===== src/hw/rtl/mau_pkg.sv =====
// Shared types, constants and microcode ROM for the modular arithmetic unit.
package mau_pkg;

    localparam logic [29:0] P_MOD      = 30'd1000000007;
    localparam logic [31:0] TWO_P_MOD  = 32'd2000000014;
    localparam logic [30:0] BARRETT_M  = 31'd1152921496;  // floor(2^60 / p)
    localparam logic [62:0] FERMAT_EXP = 63'd1000000005;  // p - 2

    localparam int UPC_W = 5;
    typedef logic [UPC_W-1:0] upc_t;
    typedef logic [29:0] resid_t;

    typedef enum logic [2:0] {
        OP_ADD = 3'd0,
        OP_SUB = 3'd1,
        OP_MUL = 3'd2,
        OP_POW = 3'd3,
        OP_DIV = 3'd4
    } op_t;

    typedef enum logic [2:0] {
        ACC_HOLD = 3'd0,
        ACC_ONE  = 3'd1,
        ACC_ZERO = 3'd2,
        ACC_ADD  = 3'd3,
        ACC_SUB  = 3'd4
    } acc_op_t;

    typedef enum logic [2:0] {
        MUL_NONE      = 3'd0,
        MUL_A_B       = 3'd1,
        MUL_ACC_BASE  = 3'd2,
        MUL_BASE_BASE = 3'd3,
        MUL_A_ACC     = 3'd4
    } mul_sel_t;

    typedef enum logic [1:0] {
        MD_NONE = 2'd0,
        MD_ACC  = 2'd1,
        MD_BASE = 2'd2
    } mul_dst_t;

    typedef enum logic [2:0] {
        J_NEXT     = 3'd0,
        J_ALWAYS   = 3'd1,
        J_DISPATCH = 3'd2,
        J_EXP_ZERO = 3'd3,
        J_BIT_CLR  = 3'd4,
        J_IS_POW   = 3'd5
    } jcond_t;

    // One control word per microcode step
    typedef struct packed {
        acc_op_t  acc_op;
        logic     base_from_a;
        logic     exp_fermat;
        logic     exp_shift;
        mul_sel_t mul_sel;
        mul_dst_t mul_dst;
        jcond_t   jcond;
        logic     done;
        upc_t     target;
    } uword_t;

    // Datapath status seen by the sequencer
    typedef struct packed {
        logic exp_zero;
        logic exp_bit0;
    } dp_stat_t;

    localparam uword_t UW_NOP = '{
        acc_op:      ACC_HOLD,
        base_from_a: 1'b0,
        exp_fermat:  1'b0,
        exp_shift:   1'b0,
        mul_sel:     MUL_NONE,
        mul_dst:     MD_NONE,
        jcond:       J_NEXT,
        done:        1'b0,
        target:      '0
    };

    // Microcode addresses
    localparam upc_t A_DISP  = 5'd0;
    localparam upc_t A_ADD   = 5'd1;
    localparam upc_t A_SUB   = 5'd2;
    localparam upc_t A_MUL   = 5'd3;
    localparam upc_t A_MULW  = 5'd4;
    localparam upc_t A_POW   = 5'd5;
    localparam upc_t A_DIV   = 5'd6;
    localparam upc_t A_LOOP  = 5'd7;
    localparam upc_t A_BIT   = 5'd8;
    localparam upc_t A_ACCM  = 5'd9;
    localparam upc_t A_ACCW  = 5'd10;
    localparam upc_t A_SQ    = 5'd11;
    localparam upc_t A_SQW   = 5'd12;
    localparam upc_t A_FIN   = 5'd13;
    localparam upc_t A_QM    = 5'd14;
    localparam upc_t A_QW    = 5'd15;
    localparam upc_t A_OUT   = 5'd16;
    localparam upc_t A_ZERO  = 5'd17;

    function automatic uword_t ucode_rom(upc_t addr);
        uword_t w;
        w = UW_NOP;
        case (addr)
            A_DISP:  w.jcond = J_DISPATCH;
            A_ADD:
            begin
                w.acc_op = ACC_ADD;
                w.jcond  = J_ALWAYS;
                w.target = A_OUT;
            end
            A_SUB:
            begin
                w.acc_op = ACC_SUB;
                w.jcond  = J_ALWAYS;
                w.target = A_OUT;
            end
            A_MUL:   w.mul_sel = MUL_A_B;
            A_MULW:
            begin
                w.mul_dst = MD_ACC;
                w.jcond   = J_ALWAYS;
                w.target  = A_OUT;
            end
            A_POW:
            begin
                w.base_from_a = 1'b1;
                w.acc_op      = ACC_ONE;
                w.jcond       = J_ALWAYS;
                w.target      = A_LOOP;
            end
            A_DIV:
            begin
                w.acc_op     = ACC_ONE;
                w.exp_fermat = 1'b1;
            end
            A_LOOP:
            begin
                w.jcond  = J_EXP_ZERO;
                w.target = A_FIN;
            end
            A_BIT:
            begin
                w.jcond  = J_BIT_CLR;
                w.target = A_SQ;
            end
            A_ACCM:  w.mul_sel = MUL_ACC_BASE;
            A_ACCW:  w.mul_dst = MD_ACC;
            A_SQ:    w.mul_sel = MUL_BASE_BASE;
            A_SQW:
            begin
                w.mul_dst   = MD_BASE;
                w.exp_shift = 1'b1;
                w.jcond     = J_ALWAYS;
                w.target    = A_LOOP;
            end
            A_FIN:
            begin
                w.jcond  = J_IS_POW;
                w.target = A_OUT;
            end
            A_QM:    w.mul_sel = MUL_A_ACC;
            A_QW:    w.mul_dst = MD_ACC;
            A_OUT:   w.done = 1'b1;
            A_ZERO:
            begin
                w.acc_op = ACC_ZERO;
                w.jcond  = J_ALWAYS;
                w.target = A_OUT;
            end
            default: w = UW_NOP;
        endcase
        return w;
    endfunction

    function automatic upc_t dispatch(logic [2:0] op);
        upc_t t;
        case (op)
            OP_ADD:  t = A_ADD;
            OP_SUB:  t = A_SUB;
            OP_MUL:  t = A_MUL;
            OP_POW:  t = A_POW;
            OP_DIV:  t = A_DIV;
            default: t = A_ZERO;
        endcase
        return t;
    endfunction

    function automatic resid_t reduce_once(logic [29:0] v);
        return (v >= P_MOD) ? resid_t'(v - P_MOD) : v;
    endfunction

endpackage


===== src/hw/rtl/mau_modmul.sv =====
// Six-stage pipelined Barrett multiplier modulo p; a new product may start while earlier ones are in the stages.
module mau_modmul
    import mau_pkg::*;
(
    input  logic   clk,
    input  logic   rst_n,
    input  logic   start,
    input  resid_t x,
    input  resid_t y,
    output logic   done,
    output resid_t res
);

    logic [5:0]  vld_reg;
    logic [59:0] prod_reg;
    logic [61:0] t_reg;
    logic [33:0] xlo1_reg;
    logic [33:0] xlo2_reg;
    logic [33:0] qp_reg;
    logic [31:0] r_reg;
    logic [31:0] r1_reg;
    resid_t      res_reg;

    logic [59:0] prod_w;
    logic [61:0] t_w;
    logic [33:0] qp_w;
    logic [33:0] diff_w;

    assign prod_w = {30'd0, x} * {30'd0, y};
    assign t_w    = {31'd0, prod_reg[59:29]} * {31'd0, BARRETT_M};
    assign qp_w   = {3'd0, t_reg[61:31]} * {4'd0, P_MOD};
    assign diff_w = xlo2_reg - qp_reg;

    always_ff @(posedge clk or negedge rst_n)
    begin
        if (!rst_n)
        begin
            vld_reg <= '0;
        end
        else
        begin
            vld_reg <= {vld_reg[4:0], start};
        end
    end

    // Quotient estimate is short by at most two, so the remainder stays below 3p
    always_ff @(posedge clk)
    begin
        prod_reg <= prod_w;
        t_reg    <= t_w;
        xlo1_reg <= prod_reg[33:0];
        xlo2_reg <= xlo1_reg;
        qp_reg   <= qp_w;
        r_reg    <= diff_w[31:0];
        r1_reg   <= (r_reg >= TWO_P_MOD) ? (r_reg - TWO_P_MOD) : r_reg;
        res_reg  <= (r1_reg >= {2'b00, P_MOD}) ? resid_t'(r1_reg - {2'b00, P_MOD})
                                                : r1_reg[29:0];
    end

    assign done = vld_reg[5];
    assign res  = res_reg;

endmodule


===== src/hw/rtl/mau_dp.sv =====
// Operand, accumulator and exponent registers with the add/subtract path.
module mau_dp
    import mau_pkg::*;
(
    input  logic        clk,
    input  logic        load,
    input  logic [29:0] a_in,
    input  logic [29:0] b_in,
    input  logic [62:0] e_in,
    input  uword_t      ctl,
    input  resid_t      mul_res,
    output dp_stat_t    stat,
    output logic        mul_start,
    output resid_t      mul_x,
    output resid_t      mul_y,
    output resid_t      acc
);

    resid_t      opa_reg, opa_next;
    resid_t      base_reg, base_next;
    resid_t      acc_reg, acc_next;
    logic [62:0] exp_reg, exp_next;

    logic [30:0] sum_w;
    logic [30:0] diff_w;
    resid_t      sum_red;
    resid_t      diff_red;

    always_comb
    begin
        sum_w    = {1'b0, opa_reg} + {1'b0, base_reg};
        diff_w   = {1'b0, opa_reg} + {1'b0, P_MOD} - {1'b0, base_reg};
        sum_red  = (sum_w >= {1'b0, P_MOD}) ? resid_t'(sum_w - {1'b0, P_MOD})
                                            : sum_w[29:0];
        diff_red = (diff_w >= {1'b0, P_MOD}) ? resid_t'(diff_w - {1'b0, P_MOD})
                                             : diff_w[29:0];
    end

    always_comb
    begin
        mul_start = (ctl.mul_sel != MUL_NONE);
        case (ctl.mul_sel)
            MUL_A_B:
            begin
                mul_x = opa_reg;
                mul_y = base_reg;
            end
            MUL_ACC_BASE:
            begin
                mul_x = acc_reg;
                mul_y = base_reg;
            end
            MUL_BASE_BASE:
            begin
                mul_x = base_reg;
                mul_y = base_reg;
            end
            MUL_A_ACC:
            begin
                mul_x = opa_reg;
                mul_y = acc_reg;
            end
            default:
            begin
                mul_x = acc_reg;
                mul_y = base_reg;
            end
        endcase
    end

    always_comb
    begin
        opa_next  = opa_reg;
        base_next = base_reg;
        acc_next  = acc_reg;
        exp_next  = exp_reg;
        if (load)
        begin
            opa_next  = reduce_once(a_in);
            base_next = reduce_once(b_in);
            exp_next  = e_in;
        end
        else
        begin
            case (ctl.acc_op)
                ACC_ONE:  acc_next = 30'd1;
                ACC_ZERO: acc_next = '0;
                ACC_ADD:  acc_next = sum_red;
                ACC_SUB:  acc_next = diff_red;
                default:  acc_next = acc_reg;
            endcase
            if (ctl.mul_dst == MD_ACC)
            begin
                acc_next = mul_res;
            end
            if (ctl.base_from_a)
            begin
                base_next = opa_reg;
            end
            if (ctl.mul_dst == MD_BASE)
            begin
                base_next = mul_res;
            end
            if (ctl.exp_fermat)
            begin
                exp_next = FERMAT_EXP;
            end
            if (ctl.exp_shift)
            begin
                exp_next = {1'b0, exp_reg[62:1]};
            end
        end
    end

    always_ff @(posedge clk)
    begin
        opa_reg  <= opa_next;
        base_reg <= base_next;
        acc_reg  <= acc_next;
        exp_reg  <= exp_next;
    end

    assign stat.exp_zero = (exp_reg == '0);
    assign stat.exp_bit0 = exp_reg[0];
    assign acc           = acc_reg;

endmodule


===== src/hw/rtl/mau_seq.sv =====
// Microcode sequencer: step counter, ROM fetch, stalls and conditional jumps.
module mau_seq
    import mau_pkg::*;
(
    input  logic       clk,
    input  logic       rst_n,
    input  logic       start,
    input  logic [2:0] op,
    input  dp_stat_t   stat,
    input  logic       mul_done,
    input  logic       out_free,
    output logic       busy,
    output uword_t     ctl,
    output logic       finish
);

    upc_t       pc_reg, pc_next;
    logic       busy_reg, busy_next;
    logic [2:0] op_reg, op_next;

    uword_t uw;
    logic   stall;
    logic   fire;
    logic   take;
    upc_t   jump_to;

    always_comb
    begin
        uw      = ucode_rom(pc_reg);
        // hold a wait step until the product lands, and the last step until output frees
        stall   = ((uw.mul_dst != MD_NONE) && !mul_done) || (uw.done && !out_free);
        fire    = busy_reg && !stall;
        jump_to = uw.target;
        case (uw.jcond)
            J_NEXT:     take = 1'b0;
            J_ALWAYS:   take = 1'b1;
            J_DISPATCH:
            begin
                take    = 1'b1;
                jump_to = dispatch(op_reg);
            end
            J_EXP_ZERO: take = stat.exp_zero;
            J_BIT_CLR:  take = !stat.exp_bit0;
            J_IS_POW:   take = (op_reg == OP_POW);
            default:    take = 1'b0;
        endcase
    end

    always_comb
    begin
        pc_next   = pc_reg;
        busy_next = busy_reg;
        op_next   = op_reg;
        if (start)
        begin
            pc_next   = A_DISP;
            busy_next = 1'b1;
            op_next   = op;
        end
        else if (fire)
        begin
            pc_next = take ? jump_to : upc_t'(pc_reg + 1'b1);
            if (uw.done)
            begin
                busy_next = 1'b0;
            end
        end
    end

    always_ff @(posedge clk or negedge rst_n)
    begin
        if (!rst_n)
        begin
            pc_reg   <= A_DISP;
            busy_reg <= 1'b0;
            op_reg   <= '0;
        end
        else
        begin
            pc_reg   <= pc_next;
            busy_reg <= busy_next;
            op_reg   <= op_next;
        end
    end

    assign busy   = busy_reg;
    assign ctl    = fire ? uw : UW_NOP;
    assign finish = fire && uw.done;

endmodule


===== src/hw/rtl/modular_arithmetic_unit.sv =====
// Top level of the modular arithmetic unit over p = 1000000007.
//
// Each input transaction carries an operation code in s_axis_tuser (0 add,
// 1 subtract, 2 multiply, 3 power, 4 divide; 5..7 answer 0) and the operands in
// s_axis_tdata. Operands at or above p are reduced once on entry. Divide
// multiplies the dividend by the Fermat inverse b^(p-2), so dividing by zero
// gives 0; power with a zero exponent gives 1. One item is worked at a time by
// a microcoded sequencer driving a single six-stage Barrett multiplier, and each
// item returns exactly one 30-bit residue on m_axis_tdata. Power runs a
// square-and-multiply loop over the exponent bits up to the highest set bit,
// with one more product for each set bit; divide runs the same loop over the
// 30-bit constant p-2 (15 set bits) and then one more product. Each loop step
// waits for its product to leave the multiplier, since each squaring depends on
// the one before. A finished result sits in an output register, so the next
// item is accepted while it waits for m_axis_tready.
module modular_arithmetic_unit
    import mau_pkg::*;
(
    input  logic         clk,
    input  logic         rst_n,
    input  logic         s_axis_tvalid,
    output logic         s_axis_tready,
    input  logic [127:0] s_axis_tdata,   // operand_a[29:0], operand_b[59:30],
                                         // exponent[122:60], zero fill
    input  logic [2:0]   s_axis_tuser,   // operation[2:0]
    output logic         m_axis_tvalid,
    input  logic         m_axis_tready,
    output logic [31:0]  m_axis_tdata    // result[29:0], zero fill
);

    logic     accept;
    logic     busy;
    logic     finish;
    logic     out_free;
    uword_t   ctl;
    dp_stat_t stat;
    logic     mul_start;
    logic     mul_done;
    resid_t   mul_x;
    resid_t   mul_y;
    resid_t   mul_res;
    resid_t   acc;

    logic     out_valid_reg, out_valid_next;
    resid_t   out_data_reg, out_data_next;

    // take a new item whenever the sequencer is free
    assign s_axis_tready = !busy;
    assign accept        = s_axis_tvalid && s_axis_tready;

    // the output register may be refilled in the cycle it drains
    assign out_free = !out_valid_reg || m_axis_tready;

    mau_seq u_seq
    (
        .clk      (clk),
        .rst_n    (rst_n),
        .start    (accept),
        .op       (s_axis_tuser),
        .stat     (stat),
        .mul_done (mul_done),
        .out_free (out_free),
        .busy     (busy),
        .ctl      (ctl),
        .finish   (finish)
    );

    mau_dp u_dp
    (
        .clk       (clk),
        .load      (accept),
        .a_in      (s_axis_tdata[29:0]),
        .b_in      (s_axis_tdata[59:30]),
        .e_in      (s_axis_tdata[122:60]),
        .ctl       (ctl),
        .mul_res   (mul_res),
        .stat      (stat),
        .mul_start (mul_start),
        .mul_x     (mul_x),
        .mul_y     (mul_y),
        .acc       (acc)
    );

    mau_modmul u_mul
    (
        .clk   (clk),
        .rst_n (rst_n),
        .start (mul_start),
        .x     (mul_x),
        .y     (mul_y),
        .done  (mul_done),
        .res   (mul_res)
    );

    // Hold the result until the downstream side takes it
    always_comb
    begin
        out_valid_next = out_valid_reg;
        out_data_next  = out_data_reg;
        if (finish)
        begin
            out_valid_next = 1'b1;
            out_data_next  = acc;
        end
        else if (m_axis_tready)
        begin
            out_valid_next = 1'b0;
        end
    end

    always_ff @(posedge clk or negedge rst_n)
    begin
        if (!rst_n)
        begin
            out_valid_reg <= 1'b0;
        end
        else
        begin
            out_valid_reg <= out_valid_next;
        end
    end

    always_ff @(posedge clk)
    begin
        out_data_reg <= out_data_next;
    end

    assign m_axis_tvalid = out_valid_reg;
    assign m_axis_tdata  = {2'b00, out_data_reg};

endmodule


===== config.mk =====
export PLATFORM = sky130hd
export DESIGN_NAME = modular_arithmetic_unit
export DESIGN_NICKNAME = d
export VERILOG_FILES = /design/src/hw/rtl/mau_pkg.sv /design/src/hw/rtl/mau_modmul.sv /design/src/hw/rtl/mau_dp.sv /design/src/hw/rtl/mau_seq.sv /design/src/hw/rtl/modular_arithmetic_unit.sv
export SDC_FILE = /design/constraint.sdc
export NUM_CORES = 2
export LEC_CHECK = 0
export ABC_AREA = 1
export ABC_CLOCK_PERIOD_IN_PS = 22700
export BUFFER_PORTS_ARGS = -buffer_cell sky130_fd_sc_hd__buf_4
export CORE_UTILIZATION = 55
export CTS_BUF_LIST = sky130_fd_sc_hd__clkbuf_4
export DETAILED_ROUTE_END_ITERATION = 10
export PLACE_DENSITY_LB_ADDON = 0.05
export SKIP_LAST_GASP = 1
export SLEW_MARGIN = 20
export SYNTH_ARGS = -nofsm -noshare
export SYNTH_HDL_FRONTEND = slang
export SYNTH_HIERARCHICAL = 1
export SYNTH_SLANG_ARGS = --single-unit
export TNS_END_PERCENT = 100

===== constraint.sdc =====
create_clock -name clk -period 22.7 [get_ports clk]
set_input_delay 2.27 -clock clk [delete_from_list [all_inputs] [get_ports clk]]
set_output_delay 2.27 -clock clk [all_outputs]
set_load 0.01 [all_outputs]

==> impl_results.md <==
* Status: finished clean
* Critical Path AT at 13.05 ns
* CTS root buf: clkbuf_4
* Gate Count Post-Synth at around 11000
* TritonRoute pass-1 iters at 6
* Unrepaired setup endpoints after global routing: no
* Setup TNS at 0 ns
* Total Routing Usage GR at 0.376
* # rows at about 140
* Port bufs at 161
* Hold Path Cell Cnt at 0
* Largest net degree at the start of global routing at 73
* Crit-path leading delay family: adder cells
* Final hold violations at 0
* Initial antenna violation count at 11
* Later-pin clock latency in the skew report at roughly 1.1 ns
* Die height at 390 µm
* CTS clk-pin slew, worst paths at 0.07 ns
* GPL Wtd Cong at between 1 and 1.5
* Crit Reg-Reg Startpoint: u_seq/pc_reg[0]
* H-tree levels at 4
* Cts repair resizes at 0
* R2R cell count at 43
* Fill cells at 14202
* HPWL Detailed at 227000 µm
* Area grow syn2layout at 6.49%
* Tmin final at 12.13 ns
* Final worst-path cycle share at 0.534
* CP bufs+invs at 11
* Hold Buf Count CTS at 0
* Antenna viol nets, final at 0
* Hold Path Class: flop to flop
* IO Count at 169
* Vias in the first global route at 72574
* Hold Path End: u_mul/vld_reg[1]
* Final setup vio count at 0
* Num CTS Buffers at 130
* Worst setup SP type: primary input
* Worst-path maximum fanout at 47
* Yosys warnings at 6
* Register area at roughly 12000 µm²
* Synthesized cell area at 82900 µm²
* Actual slew at the worst max-slew pin at around 1.2 ns
* Per-cell routed wire length at 21.5 µm
* Crit path kind: primary input to flop
* Worst EP required at ~24 ns
* Largest stage delay on the critical path at 0.98 ns
* DR iter-0 viols at 6684
* Layout net count at 13200
* Min-delay src: u_mul/vld_reg[0]
* Slew headroom at 0.221
* Max-cap viol count at 0
* Core ar. at about 150000 µm²
* Slew Limit Fails at 0
* First-pass GRT wire length at 430000 µm
* Final wirelength at 281000 µm
* Remaining Overflow, GRT at 0
* Slowest stage cell, crit path: a21oi_4
* Clock Skew at 0.0847 ns
* Max reg flops at 63
* Peak Freq at ~82 MHz
* Residual DRC count at 0
* Post-CTS setup buffer count at 0
* Area of the multi-input gates at 60000 µm²
* Avg Synthesized Cell Area at 7.65 µm²
* Starting Density at 0.553
* Vias at 71210
* Die Span X at about 390 µm
* Vias/cell at 5.45
* Die ar. at 152000 µm²
* Register-to-register setup slack at approximately 11 ns
* Layout cell share with drive strength beyond 1 at 0.0651
* Clock Sinks at 480
* Reg2reg end: u_mul/prod_reg[59]
* Max Root-Sink Buffers at 3
* Critical path depth at 39
* CTS tree: built
* Endpoint type of the worst setup path: flop
* Most used cell, CP: fa_1
[layout make-up]
cell class                      count  area share
Multi-Input combinational cell   7253       0.679
Sequential cell                   480       0.131
Inverter                         2834       0.121
Tap cell                         2016      0.0286
Timing Repair Buffer              247      0.0212
Clock buffer                      189      0.0161
Clock inverter                     41     0.00378
Antenna cell                        3   0.0000850
[routing by layer]
layer / vias to the layer above / share of wire / track usage
met4: 0 / 0.048 / 0.160
met1: 34514 / 0.42 / 0.519
li1: 32856 / - / -
met2: 3188 / 0.44 / 0.577
met3: 652 / 0.092 / 0.0693
met5: - / 0 / 0
[worst max path at each step]
| stage | start | end | slack [ns] |
|---|---|---|---|
| after floorplan | m_axis_tready | u_mul/prod_reg[57] | 12.63 |
| after global placement | m_axis_tready | u_mul/prod_reg[59] | 9.77 |
| after detailed placement | m_axis_tready | u_mul/prod_reg[59] | 9.74 |
| after CTS | m_axis_tready | u_mul/prod_reg[59] | 10.90 |
| after global routing | m_axis_tready | u_mul/prod_reg[39] | 10.26 |
| final | m_axis_tready | u_mul/prod_reg[59] | 10.57 |
[layout by cell type, fill, tap and decap left out, types with 16 or more instances in the layout]
master	count
clkbuf_4	189
o21ai_0	296
nor4_1	31
nor2_2	34
nand2_2	60
nand3_2	23
nor3_1	72
inv_1	2783
clkinv_1	22
a31oi_1	18
nand4_1	80
dfrtp_1	16
a21oi_1	329
ha_1	893
xnor2_1	47
a22o_1	42
o211ai_1	23
inv_2	45
a21boi_0	16
xor2_1	143
fa_1	1226
buf_4	246
a21o_1	22
nand2_1	2604
nor2_1	614
a21oi_2	17
o21bai_1	39
edfxtp_1	183
nand3_1	440
nand3b_1	26
dfxtp_1	281
[metrics by stage]
step           hold WS, ns  setup slack [ns]   util  std cells  area, µm²
6_report             0.314             10.57  0.589      13063      88300
5_1_grt              0.315             10.26  0.589      13063      88300
4_1_cts              0.307             10.90  0.589      13059      88200
3_5_place_dp         0.312              9.74  0.577      12829      86500
3_3_place_gp         0.312              9.77  0.577      12829      86500
2_1_floorplan        0.310             12.63      -      10835      82900
[worst reg2reg max path, delay by kind of cell, from the launching register on]
family | cells | cell delay, ns
AO/OA/AOI/OAI | 5 | 1.88
flip-flops | 1 | 0.44
adder cells (fa/ha/maj) | 10 | 4.68
AND/OR/NAND/NOR | 18 | 2.69
buffers and inverters | 10 | 2.07
Power is left out: the tool's default activity adds up to more than one toggle a clock period on the data nets, which glitch-free logic cannot reach.
